`config.mk`:
```
export PLATFORM = sky130hd
export DESIGN_NAME = two_lane_multiply_hash64
export DESIGN_NICKNAME = d
export VERILOG_FILES = /design/src/design/tlmh64_pkg.sv /design/src/design/two_lane_multiply_hash64.sv /design/src/design/tlmh64_mul.sv /design/src/design/tlmh64_fold.sv
export SDC_FILE = /design/constraint.sdc
export NUM_CORES = 2
export LEC_CHECK = 0
export ABC_AREA = 0
export ABC_CLOCK_PERIOD_IN_PS = 14850
export BUFFER_PORTS_ARGS = -buffer_cell sky130_fd_sc_hd__buf_4
export CORE_MARGIN = 2
export CORE_UTILIZATION = 30
export CTS_BUF_LIST = sky130_fd_sc_hd__clkbuf_4 sky130_fd_sc_hd__clkbuf_8
export CTS_CLUSTER_DIAMETER = 40
export DETAILED_ROUTE_END_ITERATION = 7
export GPL_ROUTABILITY_DRIVEN = 0
export RECOVER_POWER = 50
export REMOVE_ABC_BUFFERS = 1
export SYNTH_ARGS = -nofsm -noshare
export SYNTH_HDL_FRONTEND = slang
export SYNTH_HIERARCHICAL = 1
export SYNTH_SLANG_ARGS = --single-unit
```
`constraint.sdc`:
```
create_clock -name clk -period 14.85 [get_ports clk]
set_input_delay 2.97 -clock clk [delete_from_list [all_inputs] [get_ports clk]]
set_output_delay 2.97 -clock clk [all_outputs]
set_load 0.01 [all_outputs]
```
`src/design/tlmh64_pkg.sv`:
```
// Shared types and constants of the two-lane multiply hash block.
// Holds the hash constants, the multiplier request and status structs
// and the byte reversal helper. No dependencies.
package tlmh64_pkg;

    localparam int WORD_W    = 64;
    localparam int HALF_W    = 32;
    localparam int PROD_W    = 128;
    localparam int LEN_W     = 32;
    localparam int COUNT_W   = 5;
    localparam int NIBBLE_W  = 4;
    localparam int IN_DATA_W = 168;   // 165 field bits filled up to whole bytes

    localparam logic [WORD_W-1:0] HASH_K1 = 64'h1591_aefa_5e7e_5a17;
    localparam logic [WORD_W-1:0] HASH_K2 = 64'h2bb6_8635_66c4_e761;

    // request into the shared multiplier
    typedef struct packed {
        logic              start;
        logic [WORD_W-1:0] a;
        logic [WORD_W-1:0] b;
    } mul_req_t;

    // status back from the shared multiplier
    typedef struct packed {
        logic busy;
        logic done;
    } mul_stat_t;

    function automatic logic [WORD_W-1:0] byte_rev(input logic [WORD_W-1:0] x);
        logic [WORD_W-1:0] r;
        r = '0;
        for (int i = 0; i < WORD_W / 8; i++)
        begin
            r[8*i +: 8] = x[WORD_W-8-8*i +: 8];
        end
        return r;
    endfunction

endpackage

```
`src/design/two_lane_multiply_hash64.sv`:
```
// Top level of the two-lane multiply hash: chunk sequencer and lane state.
// Instantiates tlmh64_mul and tlmh64_fold; depends on tlmh64_pkg.
//
// Usage: a message enters as 16-byte chunks on the s_ stream. s_tuser marks the
// first chunk (lanes are seeded from its length), s_tlast marks the final one.
// Chunks that arrive while no message is open and without s_tuser are dropped.
// Each last chunk of an open message yields one 64-bit hash on the m_ stream.
// All lane products run through one iterative 64x64 multiplier made of a
// single 32x32 multiplier. A full chunk takes two lane products; a short or
// empty chunk takes none. A last chunk adds 2 finish rounds of two products
// each, and then the output register is loaded.
// s_tready is high only while the sequencer is idle.
// The result sits in an output register; if m_tready stays low the next
// message still runs up to its own result, which waits until the register
// frees. Reset clears both lanes, closes any open message and empties the
// output register.
module two_lane_multiply_hash64 (
    input  logic         clk,
    input  logic         rst_n,
    input  logic         s_tvalid,
    output logic         s_tready,
    // message_length, data_low, data_high, byte_count, 3 zero bits
    input  logic [tlmh64_pkg::IN_DATA_W-1:0] s_tdata,
    // first_chunk
    input  logic         s_tuser,
    input  logic         s_tlast,
    output logic         m_tvalid,
    input  logic         m_tready,
    // hash_value
    output logic [63:0]  m_tdata
);
    import tlmh64_pkg::*;

    localparam logic [3:0] S_IDLE    = 4'd0;
    localparam logic [3:0] S_CA_GO   = 4'd1;
    localparam logic [3:0] S_CA_WAIT = 4'd2;
    localparam logic [3:0] S_CB_GO   = 4'd3;
    localparam logic [3:0] S_CB_WAIT = 4'd4;
    localparam logic [3:0] S_FA_GO   = 4'd5;
    localparam logic [3:0] S_FA_WAIT = 4'd6;
    localparam logic [3:0] S_FB_GO   = 4'd7;
    localparam logic [3:0] S_FB_WAIT = 4'd8;
    localparam logic [3:0] S_OUT     = 4'd9;

    logic [3:0]        state_reg, state_next;
    logic [WORD_W-1:0] lane_a_reg, lane_a_next;
    logic [WORD_W-1:0] lane_b_reg, lane_b_next;
    logic              open_reg, open_next;
    logic              last_reg, last_next;
    logic              round_reg, round_next;
    logic [WORD_W-1:0] data_lo_reg, data_lo_next;
    logic [WORD_W-1:0] data_hi_reg, data_hi_next;
    logic [WORD_W-1:0] tmp_lo_reg, tmp_lo_next;
    logic [WORD_W-1:0] tmp_hi_reg, tmp_hi_next;
    logic              m_valid_reg, m_valid_next;
    logic [WORD_W-1:0] m_data_reg, m_data_next;

    logic [LEN_W-1:0]   in_length;
    logic [WORD_W-1:0]  in_low;
    logic [WORD_W-1:0]  in_high;
    logic [COUNT_W-1:0] in_count;
    logic               accept;
    logic [WORD_W-1:0]  seed_a;
    logic [WORD_W-1:0]  seed_b;
    logic               msg_live;
    logic [WORD_W-1:0]  fold_word;
    logic [WORD_W-1:0]  finish_b;
    logic               out_free;

    mul_req_t          mul_req;
    mul_stat_t         mul_stat;
    logic [PROD_W-1:0] mul_product;

    // unpack the input transfer
    assign in_length = s_tdata[LEN_W-1:0];
    assign in_low    = s_tdata[LEN_W +: WORD_W];
    assign in_high   = s_tdata[LEN_W+WORD_W +: WORD_W];
    assign in_count  = s_tdata[LEN_W+2*WORD_W +: COUNT_W];

    assign s_tready = (state_reg == S_IDLE);
    assign accept   = s_tvalid && s_tready;
    assign out_free = !m_valid_reg || m_tready;

    // tail word of a short last chunk
    tlmh64_fold u_fold (
        .data_low  (in_low),
        .data_high (in_high),
        .count     (in_count[NIBBLE_W-1:0]),
        .word      (fold_word)
    );

    // shared multiplier
    tlmh64_mul u_mul (
        .clk     (clk),
        .rst_n   (rst_n),
        .req     (mul_req),
        .stat    (mul_stat),
        .product (mul_product)
    );

    // multiplier operands by sequencer step
    always_comb
    begin
        mul_req.start = 1'b0;
        mul_req.a     = lane_a_reg;
        mul_req.b     = HASH_K1;
        unique case (state_reg)
            S_CA_GO:
            begin
                mul_req.start = 1'b1;
                mul_req.a     = lane_a_reg ^ data_lo_reg;
                mul_req.b     = HASH_K1;
            end
            S_CB_GO:
            begin
                mul_req.start = 1'b1;
                mul_req.a     = lane_b_reg ^ data_hi_reg;
                mul_req.b     = HASH_K2;
            end
            S_FA_GO:
            begin
                mul_req.start = 1'b1;
                mul_req.a     = lane_a_reg;
                mul_req.b     = HASH_K1;
            end
            S_FB_GO:
            begin
                mul_req.start = 1'b1;
                mul_req.a     = lane_b_reg;
                mul_req.b     = HASH_K2;
            end
            default:
            begin
                mul_req.start = 1'b0;
            end
        endcase
    end

    // seeding and finish-round sum
    always_comb
    begin
        seed_a   = s_tuser ? ({{(WORD_W-LEN_W){1'b0}}, in_length} ^ HASH_K1) : lane_a_reg;
        seed_b   = s_tuser ? HASH_K2 : lane_b_reg;
        msg_live = s_tuser || open_reg;
        finish_b = mul_product[WORD_W-1:0] + tmp_hi_reg;
    end

    // chunk sequencer
    always_comb
    begin
        state_next   = state_reg;
        lane_a_next  = lane_a_reg;
        lane_b_next  = lane_b_reg;
        open_next    = open_reg;
        last_next    = last_reg;
        round_next   = round_reg;
        data_lo_next = data_lo_reg;
        data_hi_next = data_hi_reg;
        tmp_lo_next  = tmp_lo_reg;
        tmp_hi_next  = tmp_hi_reg;
        m_valid_next = m_valid_reg;
        m_data_next  = m_data_reg;
        if (m_valid_reg && m_tready)
        begin
            m_valid_next = 1'b0;
        end
        unique case (state_reg)
            S_IDLE:
            begin
                if (accept && msg_live)
                begin
                    data_lo_next = in_low;
                    data_hi_next = in_high;
                    last_next    = s_tlast;
                    round_next   = 1'b0;
                    open_next    = !s_tlast;
                    lane_a_next  = seed_a;
                    lane_b_next  = seed_b;
                    if (in_count[COUNT_W-1])
                    begin
                        state_next = S_CA_GO;
                    end
                    else
                    begin
                        if (s_tlast)
                        begin
                            lane_a_next = seed_a ^ (in_count[3] ? in_low : '0);
                            lane_b_next = seed_b ^ fold_word;
                            state_next  = S_FA_GO;
                        end
                    end
                end
            end
            S_CA_GO:   state_next = S_CA_WAIT;
            S_CA_WAIT:
            begin
                if (mul_stat.done)
                begin
                    lane_a_next = byte_rev(mul_product[WORD_W-1:0]);
                    state_next  = S_CB_GO;
                end
            end
            S_CB_GO:   state_next = S_CB_WAIT;
            S_CB_WAIT:
            begin
                if (mul_stat.done)
                begin
                    lane_b_next = byte_rev(mul_product[WORD_W-1:0]);
                    state_next  = last_reg ? S_FA_GO : S_IDLE;
                end
            end
            S_FA_GO:   state_next = S_FA_WAIT;
            S_FA_WAIT:
            begin
                if (mul_stat.done)
                begin
                    tmp_lo_next = mul_product[WORD_W-1:0];
                    tmp_hi_next = mul_product[PROD_W-1:WORD_W];
                    state_next  = S_FB_GO;
                end
            end
            S_FB_GO:   state_next = S_FB_WAIT;
            S_FB_WAIT:
            begin
                if (mul_stat.done)
                begin
                    lane_b_next = finish_b;
                    lane_a_next = tmp_lo_reg ^ finish_b;
                    round_next  = 1'b1;
                    state_next  = round_reg ? S_OUT : S_FA_GO;
                end
            end
            S_OUT:
            begin
                if (out_free)
                begin
                    m_valid_next = 1'b1;
                    m_data_next  = lane_a_reg ^ {{HALF_W{1'b0}}, lane_a_reg[WORD_W-1:HALF_W]};
                    state_next   = S_IDLE;
                end
            end
            default:   state_next = S_IDLE;
        endcase
    end

    // control and lane state
    always_ff @(posedge clk or negedge rst_n)
    begin
        if (!rst_n)
        begin
            state_reg   <= S_IDLE;
            lane_a_reg  <= '0;
            lane_b_reg  <= '0;
            open_reg    <= 1'b0;
            last_reg    <= 1'b0;
            round_reg   <= 1'b0;
            m_valid_reg <= 1'b0;
        end
        else
        begin
            state_reg   <= state_next;
            lane_a_reg  <= lane_a_next;
            lane_b_reg  <= lane_b_next;
            open_reg    <= open_next;
            last_reg    <= last_next;
            round_reg   <= round_next;
            m_valid_reg <= m_valid_next;
        end
    end

    // payload registers
    always_ff @(posedge clk)
    begin
        data_lo_reg <= data_lo_next;
        data_hi_reg <= data_hi_next;
        tmp_lo_reg  <= tmp_lo_next;
        tmp_hi_reg  <= tmp_hi_next;
        m_data_reg  <= m_data_next;
    end

    assign m_tvalid = m_valid_reg;
    assign m_tdata  = m_data_reg;

    // the input side never opens while the multiplier is working
    a_idle_mul_free: assert property (@(posedge clk) disable iff (!rst_n)
        s_tready |-> !mul_stat.busy)
        else $error("input ready while multiplier busy");

    // a product only completes while the sequencer waits for one
    a_done_in_wait: assert property (@(posedge clk) disable iff (!rst_n)
        mul_stat.done |-> (state_reg == S_CA_WAIT || state_reg == S_CB_WAIT ||
                           state_reg == S_FA_WAIT || state_reg == S_FB_WAIT))
        else $error("multiplier done outside a wait step");

    // a new result only comes out of the output step
    a_result_from_out: assert property (@(posedge clk) disable iff (!rst_n)
        $rose(m_tvalid) |-> $past(state_reg) == S_OUT)
        else $error("result raised outside the output step");

    // the output step with a free register always hands over
    a_out_handover: assert property (@(posedge clk) disable iff (!rst_n)
        (state_reg == S_OUT && out_free) |=> (m_tvalid && state_reg == S_IDLE))
        else $error("output step did not hand over result");

endmodule

```
`src/design/tlmh64_mul.sv`:
```
// Iterative 64x64 to 128-bit multiplier built around one 32x32 multiplier.
// Four partial products are formed one per cycle and summed into an accumulator.
// Depends on tlmh64_pkg.
module tlmh64_mul (
    input  logic                 clk,
    input  logic                 rst_n,
    input  tlmh64_pkg::mul_req_t req,
    output tlmh64_pkg::mul_stat_t stat,
    output logic [127:0]         product
);
    import tlmh64_pkg::*;

    localparam logic [2:0] LAST_STEP = 3'd4;

    logic                busy_reg, busy_next;
    logic                done_reg, done_next;
    logic [2:0]          step_reg, step_next;
    logic [WORD_W-1:0]   a_reg, a_next;
    logic [WORD_W-1:0]   b_reg, b_next;
    logic [WORD_W-1:0]   pp_reg, pp_next;
    logic [1:0]          pp_shift_reg, pp_shift_next;
    logic                pp_valid_reg, pp_valid_next;
    logic [PROD_W-1:0]   acc_reg, acc_next;
    logic [HALF_W-1:0]   a_half;
    logic [HALF_W-1:0]   b_half;
    logic [PROD_W-1:0]   pp_aligned;

    // operand halves picked by the step: a0b0, a0b1, a1b0, a1b1
    always_comb
    begin
        a_half = step_reg[1] ? a_reg[WORD_W-1:HALF_W] : a_reg[HALF_W-1:0];
        b_half = step_reg[0] ? b_reg[WORD_W-1:HALF_W] : b_reg[HALF_W-1:0];
    end

    // align the registered partial product to its weight
    always_comb
    begin
        case (pp_shift_reg)
            2'd0:    pp_aligned = {{(PROD_W-WORD_W){1'b0}}, pp_reg};
            2'd1:    pp_aligned = {{HALF_W{1'b0}}, pp_reg, {HALF_W{1'b0}}};
            default: pp_aligned = {pp_reg, {WORD_W{1'b0}}};
        endcase
    end

    // step sequencing and accumulation
    always_comb
    begin
        busy_next     = busy_reg;
        done_next     = 1'b0;
        step_next     = step_reg;
        a_next        = a_reg;
        b_next        = b_reg;
        pp_next       = pp_reg;
        pp_shift_next = pp_shift_reg;
        pp_valid_next = 1'b0;
        acc_next      = acc_reg;
        if (pp_valid_reg)
        begin
            acc_next = acc_reg + pp_aligned;
        end
        if (req.start)
        begin
            a_next    = req.a;
            b_next    = req.b;
            acc_next  = '0;
            step_next = '0;
            busy_next = 1'b1;
        end
        else if (busy_reg)
        begin
            if (step_reg == LAST_STEP)
            begin
                busy_next = 1'b0;
                done_next = 1'b1;
            end
            else
            begin
                pp_next       = {{HALF_W{1'b0}}, a_half} * {{HALF_W{1'b0}}, b_half};
                pp_shift_next = {1'b0, step_reg[1]} + {1'b0, step_reg[0]};
                pp_valid_next = 1'b1;
                step_next     = step_reg + 3'd1;
            end
        end
    end

    // control state
    always_ff @(posedge clk or negedge rst_n)
    begin
        if (!rst_n)
        begin
            busy_reg     <= 1'b0;
            done_reg     <= 1'b0;
            step_reg     <= '0;
            pp_valid_reg <= 1'b0;
        end
        else
        begin
            busy_reg     <= busy_next;
            done_reg     <= done_next;
            step_reg     <= step_next;
            pp_valid_reg <= pp_valid_next;
        end
    end

    // datapath registers
    always_ff @(posedge clk)
    begin
        a_reg        <= a_next;
        b_reg        <= b_next;
        pp_reg       <= pp_next;
        pp_shift_reg <= pp_shift_next;
        acc_reg      <= acc_next;
    end

    assign stat.busy = busy_reg;
    assign stat.done = done_reg;
    assign product   = acc_reg;

endmodule

```
`src/design/tlmh64_fold.sv`:
```
// Tail word builder for a short last chunk of 1 to 15 bytes.
// Gathers the 4, 2 and 1 byte groups that follow the optional 8-byte word.
// Depends on tlmh64_pkg.
module tlmh64_fold (
    input  logic [63:0] data_low,
    input  logic [63:0] data_high,
    input  logic [3:0]  count,
    output logic [63:0] word
);
    import tlmh64_pkg::*;

    logic [PROD_W-1:0] chunk;
    logic [3:0]        off2;
    logic [3:0]        off1;
    logic [31:0]       group4;
    logic [15:0]       group2;
    logic [7:0]        group1;
    logic [WORD_W-1:0] w4;
    logic [WORD_W-1:0] w2;

    assign chunk = {data_high, data_low};

    // byte offsets of the two- and one-byte groups
    always_comb
    begin
        off2 = {count[3], count[2], 2'b00};
        off1 = off2 + {1'b0, count[1], 1'b0, 1'b0} - {2'b00, count[1], 1'b0};
    end

    // pick the groups out of the chunk
    always_comb
    begin
        group4 = count[3] ? data_high[31:0] : data_low[31:0];
        group2 = chunk[{off2, 3'b000} +: 16];
        group1 = chunk[{off1, 3'b000} +: 8];
    end

    // fold the groups together, most significant first
    always_comb
    begin
        w4 = count[2] ? {{HALF_W{1'b0}}, group4} : '0;
        w2 = count[1] ? {w4[WORD_W-17:0], group2} : w4;
        word = count[0] ? {w2[WORD_W-9:0], group1} : w2;
    end

endmodule

```
==> impl_metrics.json <==
{
  "synthCells": 8819,
  "core_region_area_um2": 270000,
  "antenna_found_initial": 15,
  "arrival_ns": 12.39,
  "cp_slowest_stage_delay_ns": 1.93,
  "reg2reg_depth": 31,
  "fin_area_um2": 89640,
  "r2r_setup_slack_ns": 3.16,
  "layout_min_cycle_time_ns": 11.69,
  "htree_levels": 4,
  "status": "finished with violations",
  "io_pins": 240,
  "n_fill_cell": 27660,
  "skew_ns": 0.08603,
  "setup_viol": 0,
  "drc": 1,
  "pre_cts_ws_ns": 4.437,
  "fin_ws_ns": 3.160,
  "p_leak_uw": 0.03840,
  "clk_path_buf_depth": 3,
  "cts_root_buf": "clkbuf_8",
  "finalMaxSlewViolations": 592,
  "worst-path-max-fanout": 40,
  "start_kind": "register",
  "use_met1": 0.2895,
  "wire_per_inst_um": 25.40,
  "insertion_delay_ns": 0.99,
  "grt_use_met2": 0.3393,
  "required_ns": 15.55,
  "post_cts_buffers": 0,
  "cp_slowest_cell": "dfrtp_1",
  "crit_path_frequent_cell": "fa_1",
  "max_slew_margin": -4.062,
  "failed_checks": "design-rule violations, max-capacitance violations, max-slew violations",
  "postLayoutCoreUtil": 0.3319,
  "cts.sinks": 784,
  "final_nets": 10380,
  "dp_hpwl_mm": 240.2,
  "critPathKind": "reg2reg",
  "post-route-period-util": 0.7872,
  "whs_path_depth": 0,
  "cts_tree": "yes",
  "synth_area_um2": 81200,
  "io_buffers": 236,
  "yosysWarnings": 6,
  "design_power_total_uw": 4969,
  "wl_mm": 318.9,
  "drt_iter0_drc": 8654,
  "die_y_um": 524.2,
  "die_w_um": 524.2,
  "multi_input_area_um2": 54420,
  "top_usage_layer": "met2",
  "layout-drive-gt1-share": 0.07842,
  "overflow": 0,
  "grt_pass1_vias": 69070,
  "cts_resized": 0,
  "tns_ns": 0,
  "first_pass_iters": 8,
  "cts.clk_slew.worst_paths_ns": 0.06,
  "irDropWorstVdd_uv": 83.52,
  "seq_area_um2": 21560,
  "rows": 191,
  "critPathCaptureType": "register",
  "via_per_inst": 5.541,
  "initial_core_util": 0.3007,
  "vias": 69560,
  "cts_inserted_buffers": 147,
  "hp-class": "reg2reg",
  "grt_util_all_layers": 0.2277,
  "cts_hold_buf": 0,
  "grt_max_degree": 130,
  "synth_area_per_cell_um2": 9.207,
  "largest_register_ffs": 128,
  "power_density_nw_per_um2": 55.43,
  "grt_pass1_wl_mm": 461.4,
  "rsz0062_at_grt": "false",
  "ant_nets": 0,
  "worst_pin_slew_ns": 7.592,
  "placed_cell_area_um2": 86870,
  "timing.fmax_ghz": 0.08554,
  "max_cap_violations": 11,
  "grt_use_met3": 0.05525,
  "area_growth_pct": 10.40,
  "finalHoldViolCount": 0,
  "die-area_um2": 274800
}
[power breakdown]
| group | switching, uW | internal [uW] |
|---|---|---|
| clock network | 1080 | 1310 |
| logic | 156 | 84.7 |
| registers | 15.2 | 2320 |
[stage by stage]
step / hold slack (ns) / std cells
after floorplan: 0.4231 / 8355
after global placement: 0.4354 / 12280
after detailed placement: 0.4391 / 12280
after CTS: 0.4516 / 12550
after global routing: 0.4736 / 12550
final: 0.4522 / 12550
[metal layers]
| layer | share of wire | vias to the layer above |
|---|---|---|
| met2 | 0.42 | 4782 |
| met4 | 0.083 | 6 |
| li1 | - | 29440 |
| met1 | 0.37 | 34360 |
| met5 | 0.00012 | - |
| met3 | 0.12 | 978 |
[critical path, delay by kind of cell (launching register included)]
kind                       cells  cell delay [ns]
adders and majority gates      9             4.39
DFF                            1             1.93
AOI/OAI and AO/OA              7             1.90
buffers and inverters          8             1.28
muxes                          1             0.95
and+or+nand+nor                5             0.74
xor gates and xnor gates       1             0.17
[cell type report]
class,instances,area share
timing repair buffer,352,0.02440
antenna,7,0.0001954
clock inverter,69,0.008891
sequential,784,0.2405
tap,3570,0.04983
clock buffer,201,0.02779
multi-input combinational,6586,0.6071
inverter,985,0.04126
[path summary, 6_finish.rpt]
kind,from,end
min,u_mul/product[127]$_SDFFE_PP0P_,tmp_hi_reg[63]$_DFFE_PP_
min in group asynchronous,rst_n,lane_a_reg[12]$_DFFE_PN0P_
min reg2reg,u_mul/product[127]$_SDFFE_PP0P_,tmp_hi_reg[63]$_DFFE_PP_
max,u_mul/step_reg[0]$_DFFE_PN0P_,u_mul/pp_reg[58]$_DFFE_PP_
max reg2reg,u_mul/step_reg[0]$_DFFE_PN0P_,u_mul/pp_reg[58]$_DFFE_PP_
max in group asynchronous,rst_n,state_reg[2]$_DFFE_PN0P_
[layout by cell type (no fill, tap or decap), types with 139 or more instances in the layout]
cell type / count
o21ai_0: 314
nor2_1: 1150
xor2_1: 176
a21oi_1: 537
xnor2_1: 347
edfxtp_1: 514
fa_1: 898
clkbuf_8: 157
nand2_1: 1014
dfrtp_1: 139
buf_4: 209
inv_1: 982
mux2i_1: 156
ha_1: 456
Note: power is estimated with default switching activity, not from simulation.
